==> src/sv/tsbn_pkg.sv <==
// shared types and constants of the transfer splitter
`default_nettype none
package tsbn_pkg;

    localparam int OFS_W       = 48;
    localparam int NB_W        = 40;
    localparam int NODE_W      = 6;
    localparam int DIV_STEPS   = OFS_W;
    localparam int STEP_CNT_W  = $clog2(DIV_STEPS);
    localparam int MAX_RESULTS = 64;
    localparam int RES_CNT_W   = $clog2(MAX_RESULTS);
    localparam int S_DATA_W    = 4 * OFS_W;
    localparam int M_DATA_W    = 144;
    localparam logic [NB_W-1:0] NB_RESET = NB_W'(1048576);

    typedef enum logic [1:0] {
        ST_IDLE,
        ST_DIV,
        ST_PART,
        ST_OUT
    } state_t;

    typedef struct packed {
        logic [OFS_W-1:0] quotient;
        logic [NB_W-1:0]  remainder;
        logic             done;
    } div_result_t;

endpackage
`default_nettype wire

==> src/sv/transfer_split_by_node.sv <==
// transfer splitter top level: sequencer, part walk and stream ports
//
// Cuts one transfer request into parts that never cross a node boundary.
// A request with byte_count zero is accepted and gives no result.
// Any other request is accepted and then runs through the iterative
// divider that finds the first node and the offset within it (one quotient
// bit per cycle through a 41-bit subtractor); then, for each result,
// ST_PART computes the part and ST_OUT holds it until m_tready takes it.
// A run ends with m_tlast; if it would reach node MAX_RANKS or beyond, or
// need more than 64 results, it ends with an m_tuser result of size zero.
// node_bytes is written through cfg_we/cfg_data; zero acts as one byte.
`default_nettype none
module transfer_split_by_node #(
    parameter int MAX_RANKS = 64,
    parameter int ADDR_BITS = 48
) (
    input  wire logic                              clk,
    input  wire logic                              rst_n,
    input  wire logic                              cfg_we,
    input  wire logic [tsbn_pkg::NB_W-1:0]         cfg_data,
    input  wire logic                              s_tvalid,
    output      logic                              s_tready,
    // local_start, peer_base, global_start, byte_count
    input  wire logic [tsbn_pkg::S_DATA_W-1:0]     s_tdata,
    output      logic                              m_tvalid,
    input  wire logic                              m_tready,
    // node, part_local, part_remote, part_bytes, zero pad
    output      logic [tsbn_pkg::M_DATA_W-1:0]     m_tdata,
    output      logic                              m_tlast,
    // out_of_range
    output      logic                              m_tuser
);

    localparam int LOC_W = (ADDR_BITS < tsbn_pkg::OFS_W) ? ADDR_BITS : tsbn_pkg::OFS_W;
    localparam int OW    = tsbn_pkg::OFS_W;
    localparam int NW    = tsbn_pkg::NB_W;

    tsbn_pkg::state_t             state_reg, state_next;
    tsbn_pkg::div_result_t        div_res;

    logic [NW-1:0]                node_bytes_reg;
    logic [NW-1:0]                nb_reg;
    logic [OW-1:0]                quo_reg;
    logic [NW-1:0]                off_reg;
    logic [NW-1:0]                room_reg;
    logic [OW-1:0]                left_reg;
    logic [LOC_W-1:0]             local_reg;
    logic [LOC_W-1:0]             base_reg;
    logic [tsbn_pkg::RES_CNT_W-1:0] cnt_reg;
    logic                         done_reg;

    logic [tsbn_pkg::NODE_W-1:0]  o_node_reg;
    logic [OW-1:0]                o_local_reg;
    logic [OW-1:0]                o_remote_reg;
    logic [NW-1:0]                o_bytes_reg;
    logic                         o_last_reg;
    logic                         o_oor_reg;

    logic                         accept;
    logic                         div_start;
    logic                         fits_room;
    logic                         limit_hit;
    logic                         err;
    logic [NW-1:0]                sz;
    logic [63:0]                  sz_ext;
    logic [63:0]                  off_ext;
    logic [LOC_W-1:0]             remote_sum;
    logic [OW-1:0]                byte_count_in;

    assign byte_count_in = s_tdata[4*OW-1:3*OW];
    assign accept        = s_tvalid && s_tready;

    // node size register
    always_ff @(posedge clk or negedge rst_n)
    begin
        if (!rst_n)
        begin
            node_bytes_reg <= tsbn_pkg::NB_RESET;
        end
        else if (cfg_we)
        begin
            node_bytes_reg <= cfg_data;
        end
    end

    tsbn_div u_div (
        .clk      (clk),
        .rst_n    (rst_n),
        .start    (div_start),
        .dividend (s_tdata[3*OW-1:2*OW]),
        .divisor  (nb_reg),
        .result   (div_res)
    );

    // part computation
    assign fits_room  = left_reg <= {{(OW-NW){1'b0}}, room_reg};
    assign sz         = fits_room ? left_reg[NW-1:0] : room_reg;
    assign limit_hit  = (cnt_reg == tsbn_pkg::RES_CNT_W'(tsbn_pkg::MAX_RESULTS - 1))
                        && !fits_room;
    assign err        = (quo_reg >= OW'(MAX_RANKS)) || limit_hit;
    assign sz_ext     = 64'(sz);
    assign off_ext    = 64'(off_reg);
    assign remote_sum = base_reg + off_ext[LOC_W-1:0];

    // next state
    always_comb
    begin
        state_next = state_reg;
        unique case (state_reg)
            tsbn_pkg::ST_IDLE:
            begin
                if (div_start)
                begin
                    state_next = tsbn_pkg::ST_DIV;
                end
            end
            tsbn_pkg::ST_DIV:
            begin
                if (div_res.done)
                begin
                    state_next = tsbn_pkg::ST_PART;
                end
            end
            tsbn_pkg::ST_PART:
            begin
                state_next = tsbn_pkg::ST_OUT;
            end
            tsbn_pkg::ST_OUT:
            begin
                if (m_tready)
                begin
                    state_next = done_reg ? tsbn_pkg::ST_IDLE : tsbn_pkg::ST_PART;
                end
            end
            default:
            begin
                state_next = tsbn_pkg::ST_IDLE;
            end
        endcase
    end

    // outputs of the sequencer
    always_comb
    begin
        s_tready  = 1'b0;
        m_tvalid  = 1'b0;
        div_start = 1'b0;
        unique case (state_reg)
            tsbn_pkg::ST_IDLE:
            begin
                s_tready  = 1'b1;
                div_start = s_tvalid && (byte_count_in != '0);
            end
            tsbn_pkg::ST_OUT:
            begin
                m_tvalid = 1'b1;
            end
            default:
            begin
                s_tready = 1'b0;
            end
        endcase
    end

    always_ff @(posedge clk or negedge rst_n)
    begin
        if (!rst_n)
        begin
            state_reg <= tsbn_pkg::ST_IDLE;
        end
        else
        begin
            state_reg <= state_next;
        end
    end

    // walk through the request
    always_ff @(posedge clk)
    begin
        if (accept)
        begin
            local_reg <= s_tdata[LOC_W-1:0];
            base_reg  <= s_tdata[OW+LOC_W-1:OW];
            left_reg  <= byte_count_in;
            nb_reg    <= (node_bytes_reg == '0) ? NW'(1) : node_bytes_reg;
            cnt_reg   <= '0;
        end
        if (state_reg == tsbn_pkg::ST_DIV && div_res.done)
        begin
            quo_reg  <= div_res.quotient;
            off_reg  <= div_res.remainder;
            room_reg <= nb_reg - div_res.remainder;
        end
        if (state_reg == tsbn_pkg::ST_PART)
        begin
            o_local_reg <= OW'(local_reg);
            if (err)
            begin
                o_node_reg   <= '0;
                o_remote_reg <= '0;
                o_bytes_reg  <= '0;
                o_last_reg   <= 1'b1;
                o_oor_reg    <= 1'b1;
                done_reg     <= 1'b1;
            end
            else
            begin
                o_node_reg   <= quo_reg[tsbn_pkg::NODE_W-1:0];
                o_remote_reg <= OW'(remote_sum);
                o_bytes_reg  <= sz;
                o_last_reg   <= fits_room;
                o_oor_reg    <= 1'b0;
                done_reg     <= fits_room;
            end
            left_reg  <= left_reg - OW'(sz);
            local_reg <= local_reg + sz_ext[LOC_W-1:0];
            quo_reg   <= quo_reg + 1'b1;
            off_reg   <= '0;
            room_reg  <= nb_reg;
            cnt_reg   <= cnt_reg + 1'b1;
        end
    end

    assign m_tdata = {2'b00, o_bytes_reg, o_remote_reg, o_local_reg, o_node_reg};
    assign m_tlast = o_last_reg;
    assign m_tuser = o_oor_reg;

    a_err_ends_run: assert property (@(posedge clk) disable iff (!rst_n)
        m_tvalid && m_tuser |-> m_tlast && o_bytes_reg == '0)
        else $error("error result not last or not empty");

    a_one_side: assert property (@(posedge clk) disable iff (!rst_n)
        s_tready |-> !m_tvalid)
        else $error("request taken while a result is pending");

    a_back_to_idle: assert property (@(posedge clk) disable iff (!rst_n)
        m_tvalid && m_tready && m_tlast |=> s_tready)
        else $error("not ready after the last transaction");

endmodule
`default_nettype wire

==> src/sv/tsbn_div.sv <==
// restoring divider, one quotient bit per cycle through a shared subtractor
`default_nettype none
module tsbn_div (
    input  wire logic                          clk,
    input  wire logic                          rst_n,
    input  wire logic                          start,
    input  wire logic [tsbn_pkg::OFS_W-1:0]    dividend,
    input  wire logic [tsbn_pkg::NB_W-1:0]     divisor,
    output tsbn_pkg::div_result_t              result
);

    logic                               busy_reg;
    logic                               done_reg;
    logic [tsbn_pkg::STEP_CNT_W-1:0]    cnt_reg;
    logic [tsbn_pkg::OFS_W-1:0]         quo_reg;
    logic [tsbn_pkg::NB_W-1:0]          rem_reg;
    logic [tsbn_pkg::NB_W:0]            rem_shift;
    logic [tsbn_pkg::NB_W:0]            rem_diff;
    logic                               fits;

    assign rem_shift = {rem_reg, quo_reg[tsbn_pkg::OFS_W-1]};
    assign rem_diff  = rem_shift - {1'b0, divisor};
    assign fits      = rem_shift >= {1'b0, divisor};

    always_ff @(posedge clk or negedge rst_n)
    begin
        if (!rst_n)
        begin
            busy_reg <= 1'b0;
            done_reg <= 1'b0;
            cnt_reg  <= '0;
        end
        else
        begin
            done_reg <= 1'b0;
            if (start)
            begin
                busy_reg <= 1'b1;
                cnt_reg  <= '0;
            end
            else if (busy_reg)
            begin
                cnt_reg <= cnt_reg + 1'b1;
                if (cnt_reg == tsbn_pkg::STEP_CNT_W'(tsbn_pkg::DIV_STEPS - 1))
                begin
                    busy_reg <= 1'b0;
                    done_reg <= 1'b1;
                end
            end
        end
    end

    always_ff @(posedge clk)
    begin
        if (start)
        begin
            quo_reg <= dividend;
            rem_reg <= '0;
        end
        else if (busy_reg)
        begin
            quo_reg <= {quo_reg[tsbn_pkg::OFS_W-2:0], fits};
            rem_reg <= fits ? rem_diff[tsbn_pkg::NB_W-1:0] : rem_shift[tsbn_pkg::NB_W-1:0];
        end
    end

    assign result.quotient  = quo_reg;
    assign result.remainder = rem_reg;
    assign result.done      = done_reg;

    a_start_idle: assert property (@(posedge clk) disable iff (!rst_n)
        start |-> !busy_reg)
        else $error("divider started while busy");

    a_rem_below: assert property (@(posedge clk) disable iff (!rst_n)
        done_reg && divisor != '0 |-> rem_reg < divisor)
        else $error("remainder not below divisor");

    a_done_pulse: assert property (@(posedge clk) disable iff (!rst_n)
        done_reg |=> !done_reg && !busy_reg)
        else $error("done longer than one cycle");

endmodule
`default_nettype wire

==> config.mk <==
export PLATFORM = sky130hd
export DESIGN_NAME = transfer_split_by_node
export DESIGN_NICKNAME = d
export VERILOG_FILES = /design/src/sv/tsbn_pkg.sv /design/src/sv/transfer_split_by_node.sv /design/src/sv/tsbn_div.sv
export SDC_FILE = /design/constraint.sdc
export NUM_CORES = 1
export LEC_CHECK = 0
export BUFFER_PORTS_ARGS = -buffer_cell sky130_fd_sc_hd__buf_2
export CORE_MARGIN = 8
export CORE_UTILIZATION = 40
export CTS_CLUSTER_SIZE = 25
export DETAILED_ROUTE_END_ITERATION = 16
export SLEW_MARGIN = 30
export SYNTH_ARGS = -nofsm -noshare
export SYNTH_HDL_FRONTEND = slang
export SYNTH_SLANG_ARGS = --single-unit
export TNS_END_PERCENT = 1
==> constraint.sdc <==
create_clock -name clk -period 13.7 [get_ports clk]
set_input_delay 4.11 -clock clk [delete_from_list [all_inputs] [get_ports clk]]
set_output_delay 4.11 -clock clk [all_outputs]
set_load 0.005 [all_outputs]
# ---- Yosys cells after proc, flatten, opt, wreduce, memory -nomap -nowiden
# Cells that the tools add are included.
dict set report op_classes {
  magnitude_cmp 3
  mux 31
  eq_ne 8
  n_addsub 8
  n_reduce_logical 13
}
# op count
set op_table {}
lappend op_table {{two-way mux 48 bit} 8}
lappend op_table {{two-way mux 40 bit} 4}
lappend op_table {{adder 48 x 40 -> 48 bit} 2}
lappend op_table {{subtractor 40 bit} 2}
lappend op_table {{adder 48 x 1 -> 48 bit (second input constant)} 1}
lappend op_table {{>= comparator 48 x 7 -> 1 bit (second input constant)} 1}
lappend op_table {{<= comparator 48 x 40 -> 1 bit} 1}
lappend op_table {{nonzero test 48 bit} 1}
lappend op_table {{subtractor 48 x 40 -> 48 bit} 1}
lappend op_table {{>= comparator 41 x 40 -> 1 bit} 1}
lappend op_table {{logical NOT 40 bit} 1}
lappend op_table {{two-way mux 6 bit} 4}
lappend op_table {{adder 6 x 1 -> 6 bit (second input constant)} 2}
lappend op_table {{== test 6 bit (second input constant)} 2}
lappend op_table {{two-way mux 1 bit} 10}
lappend op_table {{two-way mux 2 bit} 4}
lappend op_table {{one-hot mux 2 bit (4 select lines)} 1}
lappend op_table {{nonzero test 2 bit} 3}
lappend op_table {{== test 2 bit (second input constant)} 2}
lappend op_table {{logical AND 1 bit} 4}
lappend op_table {{!= test 2 bit (second input constant)} 2}
lappend op_table {{AND reduction 3 bit} 1}
lappend op_table {{== test 2 x 1 -> 1 bit (second input constant)} 1}
lappend op_table {{logical NOT 2 bit} 1}
lappend op_table {{other kinds (3)} 3}
dict set report word_totals {
  register_bits 600
  output_inout_bits 148
  input_bits 237
  word_cells 84
}

# ---- Depth between registers and ports, before layout
# Gate-level depths: netlist of the first run.
dict set report logic_depth {
  word_depth 5
  depth_mapped 25
  ltp_nobuf 23
}

# ---- Hierarchy
# A second synthesis of the first run with hierarchy kept.
dict set report unflattened {
  cells_unflattened 3807
  hier_area_um2 37106.8
}
# module area_per_inst_um2 instances seq_area_each_um2 cells_per_inst
set by_module_without_submodules {}
lappend by_module_without_submodules {transfer_split_by_node 30257.8 1 14525.2 3070}
lappend by_module_without_submodules {tsbn_div 6849.1 1 2442.3 737}

# ---- Worst setup path after synthesis of the first run
# Ideal clock, no wire load.
dict set report synth_timing {
  path_kind {input port to flip-flop}
  from {input port s_tvalid}
  to {register u_div.quo_reg[0] (netlist bit), enable pin}
  path_buffers 2
  arrival_ns 7.606
  path_slack_ns 5.687
  path_stages 6
  setup_ns 0.407
  cell_sequence {nand2_1 -> inv_1 -> nand2b_1 -> clkbuf_1 -> clkbuf_1 -> nand2_1}
}
dict set report synth_between {
  elab_chain_cells 3
}
# item line_no
set synth_lines {}
lappend synth_lines {{start, declared} transfer_split_by_node.sv:21} ;# input wire logic s_tvalid,
lappend synth_lines {{logical AND 1 bit} transfer_split_by_node.sv:152} ;# div_start = s_tvalid && (byte_count_in != '0);
lappend synth_lines {{two-way mux 1 bit} transfer_split_by_node.sv:148} ;# unique case (state_reg)
lappend synth_lines {{nonzero test 2 bit (no source line)} --}
lappend synth_lines {{end signal, assigned} tsbn_div.sv:57} ;# quo_reg <= dividend;
lappend synth_lines {{end signal, assigned} tsbn_div.sv:62} ;# quo_reg <= {quo_reg[tsbn_pkg::OFS_W-2:0], fits};
lappend synth_lines {{end, declared} tsbn_div.sv:15} ;# logic [tsbn_pkg::OFS_W-1:0] quo_reg;
# No other way between the ends.
# A chain may end at the register's enable or synchronous reset.

# ---- Worst setup path after layout of the first run
dict set report layout_timing {
  from {input port s_tdata[156] (netlist bit)}
  to {register u_div.quo_reg[35] (netlist bit), enable pin}
}
dict set report layout_between {
  elab_chain_cells 4
}
# item line_no
set layout_lines {}
lappend layout_lines {{start, declared} transfer_split_by_node.sv:24} ;# input wire logic [tsbn_pkg::S_DATA_W-1:0] s_tdata,
lappend layout_lines {{nonzero test 48 bit} transfer_split_by_node.sv:152}
lappend layout_lines {{logical AND 1 bit} transfer_split_by_node.sv:152}
lappend layout_lines {{two-way mux 1 bit} transfer_split_by_node.sv:148}
lappend layout_lines {{nonzero test 2 bit (no source line)} --}
# No other way between the ends.

==> impl_metrics.toml, run 1 <==
[critical_path]
cp-endpoint = "u_div.quo_reg[35]"
path_cells = "buf_2 -> nor4_1 -> nand4_1 -> nor3_1 -> nand2b_2 -> buf_4 -> nand2_4"
cp.depth = 7
path_buf_inv = 2
crit_fanout = 83
end_kind = "flip-flop"
reg2regPathDepth = 21
criticalPathCategory = "in2reg"
crit_path_top_delay_cell = "nor4_1"
cp.arrival_ns = 7.60
cp-start-kind = "primary input"
critical_path_required_ns = 13.88
slowest_delay_ns = 0.89
crit_family = "simple AND/OR/NAND/NOR gates"
r2r_end = "left_reg[47]"
r2r-start = "left_reg[9]"
r2r_setup_slack_ns = 6.61
critPathLaunch = "s_tdata[156]"

[floorplan]
die_h_um = 317
coreArea_um2 = 90000
dieArea_um2 = 101000
num_io_pins = 385
rows = 110
start_util_pct = 40.3
fp.dieW_um = 317

[sta]
finalHoldViolCount = 0
slew_headroom_pct = 29.6
fin_tns_setup_ns = 0
finalWorstSetupSlack_ns = 6.27
worstMarginPinSlew_ns = 1.05
finClkSkew_ns = 0.0396
max_freq_ghz = 0.135
period_share_pct = 54.2
slew_viol_final = 0
rsz0062_at_grt = "false"
period_minus_slack_ns = 7.43
finalSetupViolations = 0

[synthesis]
synthTopCellsByCount = "nand2_1, edfxtp_1, a21oi_1"
synth_top_area_share_pct = 38.9
synth_seq_cells = 600
syn_avg_cell_area_um2 = 9.39
ys_warn_count = 0
synth_top_area_cell = "edfxtp_1"
ys.flop_type = "edfxtp_1"
synth_most_common_cell = "nand2_1"
netlist_instances = 3863
ys_seq_area_share_pct = 46.8
ys_async_sr_fraction_pct = 8.33
syn_area_um2 = 36300
synth_area_leaders = "edfxtp_1, ha_1, nand2_1"
synth_edf_count = 470
synth_cell_type_count = 77

[global_routing]
grt_pass1_wl_um = 159000
antenna_found_initial = 3
grt_start_max_net_pins = 157
grt_remaining_overflow = 0
grt_usage_pct = 20.0
grt_pass1_vias = 28014

[job]
max_cap_viol_count = 0

[clock_tree]
insertion_delay_ns = 0.62
cts-root-buf = "clkbuf_16"
clk_pin_slew_ns = 0.06
cts-hold-fix-buffers = 0
cts.sinks = 600
htreeDepth = 3
cts_tree = "done"
postCtsSetupBuffers = 0
cts-resized-gates = 0
clock_path_buffers = 3
cts_buffers = 69

[finish]
nNetsFinal = 4615
fin_area_um2 = 41500
nFillCells = 8829
area_delta_synth_final_pct = 14.4
stdcell_count = 5364
layout-drive-gt1-share_pct = 14.3

[placement]
dp_cells = 5235
postPlaceCellArea_um2 = 39100
dp_slack_ns = 5.73
dp_hpwl_um = 79600
port_buffers = 382
gp_congestion = 0.934

[status]
outcome = "finished, final reports clean"

[route]
drc = 0
drt-wirelength-per-cell_um = 19.6
via_count = 29240
routed_wl_um = 105000
initialDrtViolationCount = 2451
dr.pass1.iters = 6
ant_nets = 0
viasPerCell = 5.45

[pwr]
p_leak_nw = 17.5
p_per_area_nw_per_um2 = 173
peakVddDrop_mv = 0.114
finalPower_mw = 7.18

[worst_hold_path]
worst_hold_path_type = "reg2reg"
## through the flow
| stage | hold slack (ns) | utilization, % |
|---|---|---|
| finish | 0.460 | 46.1 |
| global route | 0.472 | 46.1 |
| CTS | 0.464 | 46.1 |
| detailed placement | 0.451 | 43.4 |
| global placement | 0.447 | 43.4 |
| floorplan | 0.433 | - |
## cell usage in the layout (no fill, tap or decap), types with 70 or more instances in the layout
cell	instances
nand2_1	605
edfxtp_1	470
buf_2	382
a21oi_1	318
o21ai_0	298
nor2_1	263
ha_1	243
inv_1	224
xnor2_1	153
a21o_1	131
xor2_1	85
dfxtp_1	80
nand3_1	72
clkbuf_16	70
## how the worst min path moves through the flow
stage / start / endpoint / slack (ns) / cells past startpoint
final: local_reg[0] / o_local_reg[0] / 0.46 / 0
after global routing: local_reg[0] / o_local_reg[0] / 0.47 / 0
after CTS: off_reg[26] / off_reg[26] / 0.46 / 2
after detailed placement: local_reg[0] / o_local_reg[0] / 0.45 / 0
after global placement: local_reg[0] / o_local_reg[0] / 0.45 / 0
after floorplan: local_reg[0] / o_local_reg[0] / 0.43 / 0
## power by group
part	internal (mW)	switching (mW)	total (mW)	leakage (nW)
Sequential	2.37	0.275	2.64	5.57
Combinational	1.03	1.56	2.59	10.8
Clock	1.15	0.803	1.95	1.14
Total	4.54	2.64	7.18	17.5
## routing by layer
metal	wire length (um)	vias up	track usage (%)
met3	6170	168	2.53
li1	-	14389	-
met5	0	-	0
met1	47500	13900	27.5
met2	48100	783	32.7
met4	3050	0	6.27
## cell families after synthesis
logic type / Yosys count / synth area share [%]
AOI/OAI and AO/OA: 1032 / 17.3
adders and majority gates: 248 / 8.66
xor gates and xnor gates: 238 / 5.75
and+or+nand+nor: 1267 / 15.6
muxes: 43 / 1.32
DFF: 600 / 46.8
buffers and inverters: 434 / 4.62
other: 1 / 0.0103
## area by class of cell
class | instances | area [um2] | area share, %
Clock buffer | 80 | 1800 | 4.34
Tap cell | 1176 | 1470 | 3.55
Inverter | 227 | 866 | 2.09
Sequential cell | 600 | 17000 | 40.9
Timing Repair Buffer | 402 | 2070 | 4.99
Clock inverter | 48 | 601 | 1.45
Multi-Input combinational cell | 2830 | 17700 | 42.7
Antenna cell | 1 | 2.50 | 0.00603
Power figures use the tool's default switching activity.
==> inputs of run 2 (changes only) <==
Clock period 13.7 ns to 7.7 ns, I/O delays scaled along.
==> run 2 against run 1 <==
Effect of this change: sequential share of layout area hardly changed; largest cell class unchanged; register-to-register slack worse by 5.7 ns; critical path type is now reg2reg; sequential cell count unchanged; clock power is 74% higher; design area about the same; final cell count increased by 0.13%; sequential power is 77% higher; via count about the same; routed wire length increased by 1.7%; power increased by 77%.
==> impl_metrics.toml, run 2 (synthesis gave the netlist of run 1 again) <==
[status]
outcome = "finished, final reports clean"

[placement]
dp_cells = 5239
port_buffers = 382
dp_hpwl_um = 80900
gp_congestion = 0.906
postPlaceCellArea_um2 = 39100
dp_slack_ns = 0.887

[route]
drt-wirelength-per-cell_um = 19.9
ant_nets = 0
initialDrtViolationCount = 1850
via_count = 29264
routed_wl_um = 107000
drc = 0
viasPerCell = 5.45
dr.pass1.iters = 5

[critical_path]
path_cells = "or2_1 -> or3_1 -> or2_1 -> or4_1 -> or3_1 -> o22ai_4 -> buf_4 -> a21oi_1 -> inv_1 -> ha_1 -> a21o_1 -> a21o_1 -> a211oi_1 -> o21ai_0 -> o21ai_1 -> a31oi_1 -> o41ai_1 -> nor3b_1 -> xnor2_1 -> o21ai_0"
r2r_end = "local_reg[47]"
end_kind = "flip-flop"
crit_fanout = 30
cp.arrival_ns = 7.17
r2r_setup_slack_ns = 0.89
critical_path_required_ns = 8.05
cp-start-kind = "flip-flop"
crit_family = "compound AO/OA/AOI/OAI gates"
criticalPathCategory = "reg2reg"
path_buf_inv = 2
r2r-start = "left_reg[41]"
slowest_delay_ns = 0.72
crit_path_top_delay_cell = "o22ai_4"
reg2regPathDepth = 20

[finish]
regArea_um2 = 17000
nNetsFinal = 4621
final_cell_mix = "nand2_1, edfxtp_1, buf_2, a21oi_1, o21ai_0"
multi_input_area_um2 = 17700
layout-drive-gt1-share_pct = 14.2
fin_area_um2 = 41500
area_delta_synth_final_pct = 14.4
nFillCells = 8779
final_util_pct = 46.1
stdcell_count = 5371
layout_commonest_cell = "nand2_1"

[sta]
fin_tns_setup_ns = 0
period_share_pct = 88.5
finalSetupViolations = 0
worstMarginPinSlew_ns = 0.951
slew_headroom_pct = 35.8
rsz0062_at_grt = "false"
max_freq_ghz = 0.147
finalHoldViolCount = 0
slew_viol_final = 0
finalWorstSetupSlack_ns = 0.888
period_minus_slack_ns = 6.81
finClkSkew_ns = 0.0369

[clock_tree]
postCtsSetupBuffers = 0
cts_buffers = 71
htreeDepth = 3
cts.sinks = 600
clk_pin_slew_ns = 0.06
cts-resized-gates = 0
cts-root-buf = "clkbuf_16"
insertion_delay_ns = 0.65
clock_path_buffers = 3
cts_tree = "done"
cts-hold-fix-buffers = 0

[global_routing]
busiest_layer = "met2"
grt_start_max_net_pins = 109
grt_pass1_vias = 28099
gr-usage-met3_pct = 2.73
grt_pass1_wl_um = 161000
grt_usage_pct = 20.3
grt_remaining_overflow = 0
grt_util_met2_pct = 33.3
antenna_found_initial = 10
grt_use_met1_pct = 28.0

[job]
max_cap_viol_count = 0

[floorplan]
dieArea_um2 = 101000
rows = 110
die_h_um = 317
start_util_pct = 40.3
num_io_pins = 385
fp.dieW_um = 317
coreArea_um2 = 90000

[worst_hold_path]
worst_hold_path_type = "reg2reg"
hold_depth = 2
worstHoldStart = "off_reg[6]"
hold_path_end = "off_reg[6]"

[pwr]
p_per_area_nw_per_um2 = 306
peakVddDrop_mv = 0.168
p_leak_nw = 17.5
## run 2: changes by cell type in the layout (fill, tap and decap cells not counted), sizes merged
cell / delta
buf: +4
bufinv: -4
clkbuf: +4
clkinvlp: -4
diode: +4
inv: +2
clkinv: +1
## run 2: how the worst max path moves through the flow
| stage | endpoint | depth (start not counted) | from | slack (ns) |
|---|---|---|---|---|
| 2_1_floorplan | u_div.quo_reg[0] | 6 | s_tvalid | 1.49 |
| 3_3_place_gp | local_reg[47] | 20 | left_reg[41] | 0.94 |
| 3_5_place_dp | local_reg[47] | 20 | left_reg[41] | 0.89 |
| 4_1_cts | local_reg[47] | 20 | left_reg[41] | 0.87 |
| 5_1_grt | local_reg[46] | 20 | left_reg[42] | 0.40 |
| 6_report | local_reg[47] | 20 | left_reg[41] | 0.89 |
## run 2: report_power, final
part / switching [mW] / internal [mW] / total (mW)
Combinational: 2.79 / 1.83 / 4.63
Clock: 1.40 / 1.99 / 3.40
Sequential: 0.456 / 4.21 / 4.66
## run 2: area by class of cell
class | count | share of cell area [%]
multi-input cells | 2830 | 42.7
flip-flops and latches | 600 | 40.9
repair buffers | 406 | 5.10
clock buffers | 84 | 4.62
well taps | 1176 | 3.55
inverters | 227 | 2.08
clock inverters | 43 | 0.998
diodes | 5 | 0.0302
## run 2: per-layer routing
metal | share of wire [%] | wire length [um]
met1 | 46 | 48600
met2 | 46 | 48700
met3 | 6.1 | 6560
met4 | 2.6 | 2810
met5 | 0 | 0
## run 2: worst reg2reg max path: cells and delay by family, from the launching register on
kind / cells / cell delay (ns)
fa+ha+maj: 1 / 0.31
compound gates: 10 / 3.12
buf+inv: 2 / 0.52
simple gates: 6 / 1.98
xor+xnor: 1 / 0.16
flops: 1 / 0.41
## run 2: metrics by stage
step / power (mW) / hold slack [ns]
finish: 12.7 / 0.458
global route: 13.5 / 0.479
CTS: 12.7 / 0.462
detailed placement: 9.28 / 0.454
global placement: 9.24 / 0.454
floorplan: 7.98 / 0.433
==> inputs of run 3 (changes only) <==
Settings changed: GPL_TIMING_DRIVEN set to 0, PLACE_DENSITY set to 0.63.
==> run 3 against run 2 <==
Effect of this change: global-route usage is 1.3 points higher; first-iteration DRC count is 20% higher; critical path depth is 2 lower; sequential power is 2% higher; power hardly changed; largest power group unchanged; highest routed layer unchanged; clock skew is 0.014 ns lower; design area is 1.6% higher; sequential share of layout area is 0.66 points lower; hold slack better by 0.0013 ns.
==> impl_metrics.toml, run 3 (synthesis gave the netlist of run 1 again) <==
[sta]
rsz0062_at_grt = "false"
finClkSkew_ns = 0.0225
max_freq_ghz = 0.141
slew_headroom_pct = 33.1
period_share_pct = 92.2
finalHoldViolCount = 0
slew_viol_final = 0
period_minus_slack_ns = 7.10
fin_tns_setup_ns = 0
worstMarginPinSlew_ns = 0.994
finalSetupViolations = 0

[floorplan]
coreArea_um2 = 90000
start_util_pct = 40.3
fp.dieW_um = 317
die_h_um = 317
rows = 110
dieArea_um2 = 101000
num_io_pins = 385

[pwr]
power_switching_mw = 4.69
pwr-share-clk_pct = 26.4
p_int_mw = 8.01
p_sw_share_pct = 36.9
p_leak_nw = 17.7
peakVddDrop_mv = 0.175
power_frac_comb_pct = 36.2
seqPwrFrac_pct = 37.4
p_per_area_nw_per_um2 = 301

[global_routing]
grt_start_max_net_pins = 51
grt_usage_pct = 21.6
grt_pass1_vias = 29361
antenna_found_initial = 7
grt_pass1_wl_um = 169000
grt_remaining_overflow = 0

[route]
initialDrtViolationCount = 2227
routed_wl_um = 113000
ant_nets = 0
dr.pass1.iters = 6
viasPerCell = 5.45
drt-wirelength-per-cell_um = 20.3
via_count = 30292
drc = 0

[clock_tree]
clk_pin_slew_ns = 0.06
cts-hold-fix-buffers = 0
cts_buffers = 71
cts.sinks = 600
cts-resized-gates = 0
clock_path_buffers = 3
postCtsSetupBuffers = 0
htreeDepth = 3
cts_tree = "done"
insertion_delay_ns = 0.63
cts-root-buf = "clkbuf_16"

[critical_path]
crit_top_cell = "o21ai_0"
cp-start-kind = "flip-flop"
cp.arrival_ns = 7.45
cp-endpoint = "left_reg[47]"
r2r_setup_slack_ns = 0.60
cp.depth = 18
path_buf_inv = 1
slowest_delay_ns = 0.69
critPathLaunch = "left_reg[41]"
r2r_end = "left_reg[47]"
criticalPathCategory = "reg2reg"
reg2regPathDepth = 18
crit_path_top_delay_cell = "o31ai_1"
crit_fanout = 10
critical_path_required_ns = 8.05
path_cells = "or2_1 -> or3_1 -> or2_1 -> or4_1 -> or3_1 -> o22ai_2 -> clkbuf_1 -> a21oi_1 -> ha_1 -> o21ai_0 -> a21oi_1 -> o21ai_0 -> o211a_1 -> o31ai_1 -> a21boi_0 -> o41ai_1 -> xor2_1 -> o21ai_0"
end_kind = "flip-flop"
crit_family = "compound AO/OA/AOI/OAI gates"
r2r-start = "left_reg[41]"

[finish]
final_util_pct = 46.8
layout-drive-gt1-share_pct = 13.5
layout_commonest_cell = "nand2_1"
final_cell_mix = "nand2_1, edfxtp_1, buf_2, a21oi_1, o21ai_0"
nFillCells = 8702
area_delta_synth_final_pct = 16.2
nNetsFinal = 4810

[status]
outcome = "finished, final reports clean"

[job]
max_cap_viol_count = 0

[worst_hold_path]
hold_depth = 2
worst_hold_path_type = "reg2reg"

[placement]
port_buffers = 381
dp_hpwl_um = 89100
gp_congestion = 0.946
run 3: worst min path at each step:
stage                   from               to  slack [ns]
3_5_place_dp   local_reg[12]  o_local_reg[12]        0.45
4_1_cts          off_reg[29]      off_reg[29]        0.46
2_1_floorplan   local_reg[0]   o_local_reg[0]        0.43
5_1_grt          off_reg[30]      off_reg[30]        0.47
6_report         off_reg[29]      off_reg[29]        0.46
3_3_place_gp   local_reg[37]  o_local_reg[37]        0.44
run 3: power by group through the flow:
stage / Combinational, mW / Clock, mW / Sequential [mW]
final: 4.60 / 3.35 / 4.74
after global placement: 4.46 / 0 / 4.82
after detailed placement: 4.52 / 0 / 4.79
after CTS: 4.55 / 3.42 / 4.73
after global routing: 5.15 / 3.53 / 4.78
after floorplan: 3.45 / 0 / 4.53
run 3: cell type report:
type                    instances  area [um2]  share of cell area (%)
well taps                    1176        1470                    3.49
inverters                     227         857                    2.03
clock inverters                35         294                   0.697
clock buffers                  95        2000                    4.75
flip-flops and latches        600       17000                    40.2
diodes                          4        10.0                  0.0237
multi-input cells            2830       17700                    41.9
repair buffers                388        2070                    4.91
plain buffers                 207         830                    1.97
run 3: worst min-delay path, cell delays in order, from the launching register on:
cell,delay [ns]
dfxtp_1,0.31
nand2_1,0.05
a21oi_1,0.05
run 3: through the flow:
stage / setup WS [ns] / power [mW] / hold WS [ns] / instances / instance area, um2
after floorplan: 1.49 / 7.98 / 0.433 / 3864 / 36300
after global placement: -0.838 / 9.28 / 0.441 / 5421 / 39700
after detailed placement: 0.648 / 9.31 / 0.450 / 5428 / 39900
after CTS: 0.618 / 12.7 / 0.462 / 5558 / 42200
after global routing: 0.182 / 13.5 / 0.474 / 5560 / 42200
final: 0.598 / 12.7 / 0.460 / 5562 / 42200
run 3: per-layer routing:
| layer | up-vias | share of wire (%) | global-route usage [%] | wire [um] |
|---|---|---|---|---|
| met5 | - | 0 | 0 | 0 |
| met2 | 948 | 47 | 36.2 | 53000 |
| met1 | 14379 | 44 | 29.1 | 49800 |
| li1 | 14811 | - | - | - |
| met3 | 154 | 6.4 | 2.97 | 7180 |
| met4 | 0 | 2.6 | 5.97 | 2940 |
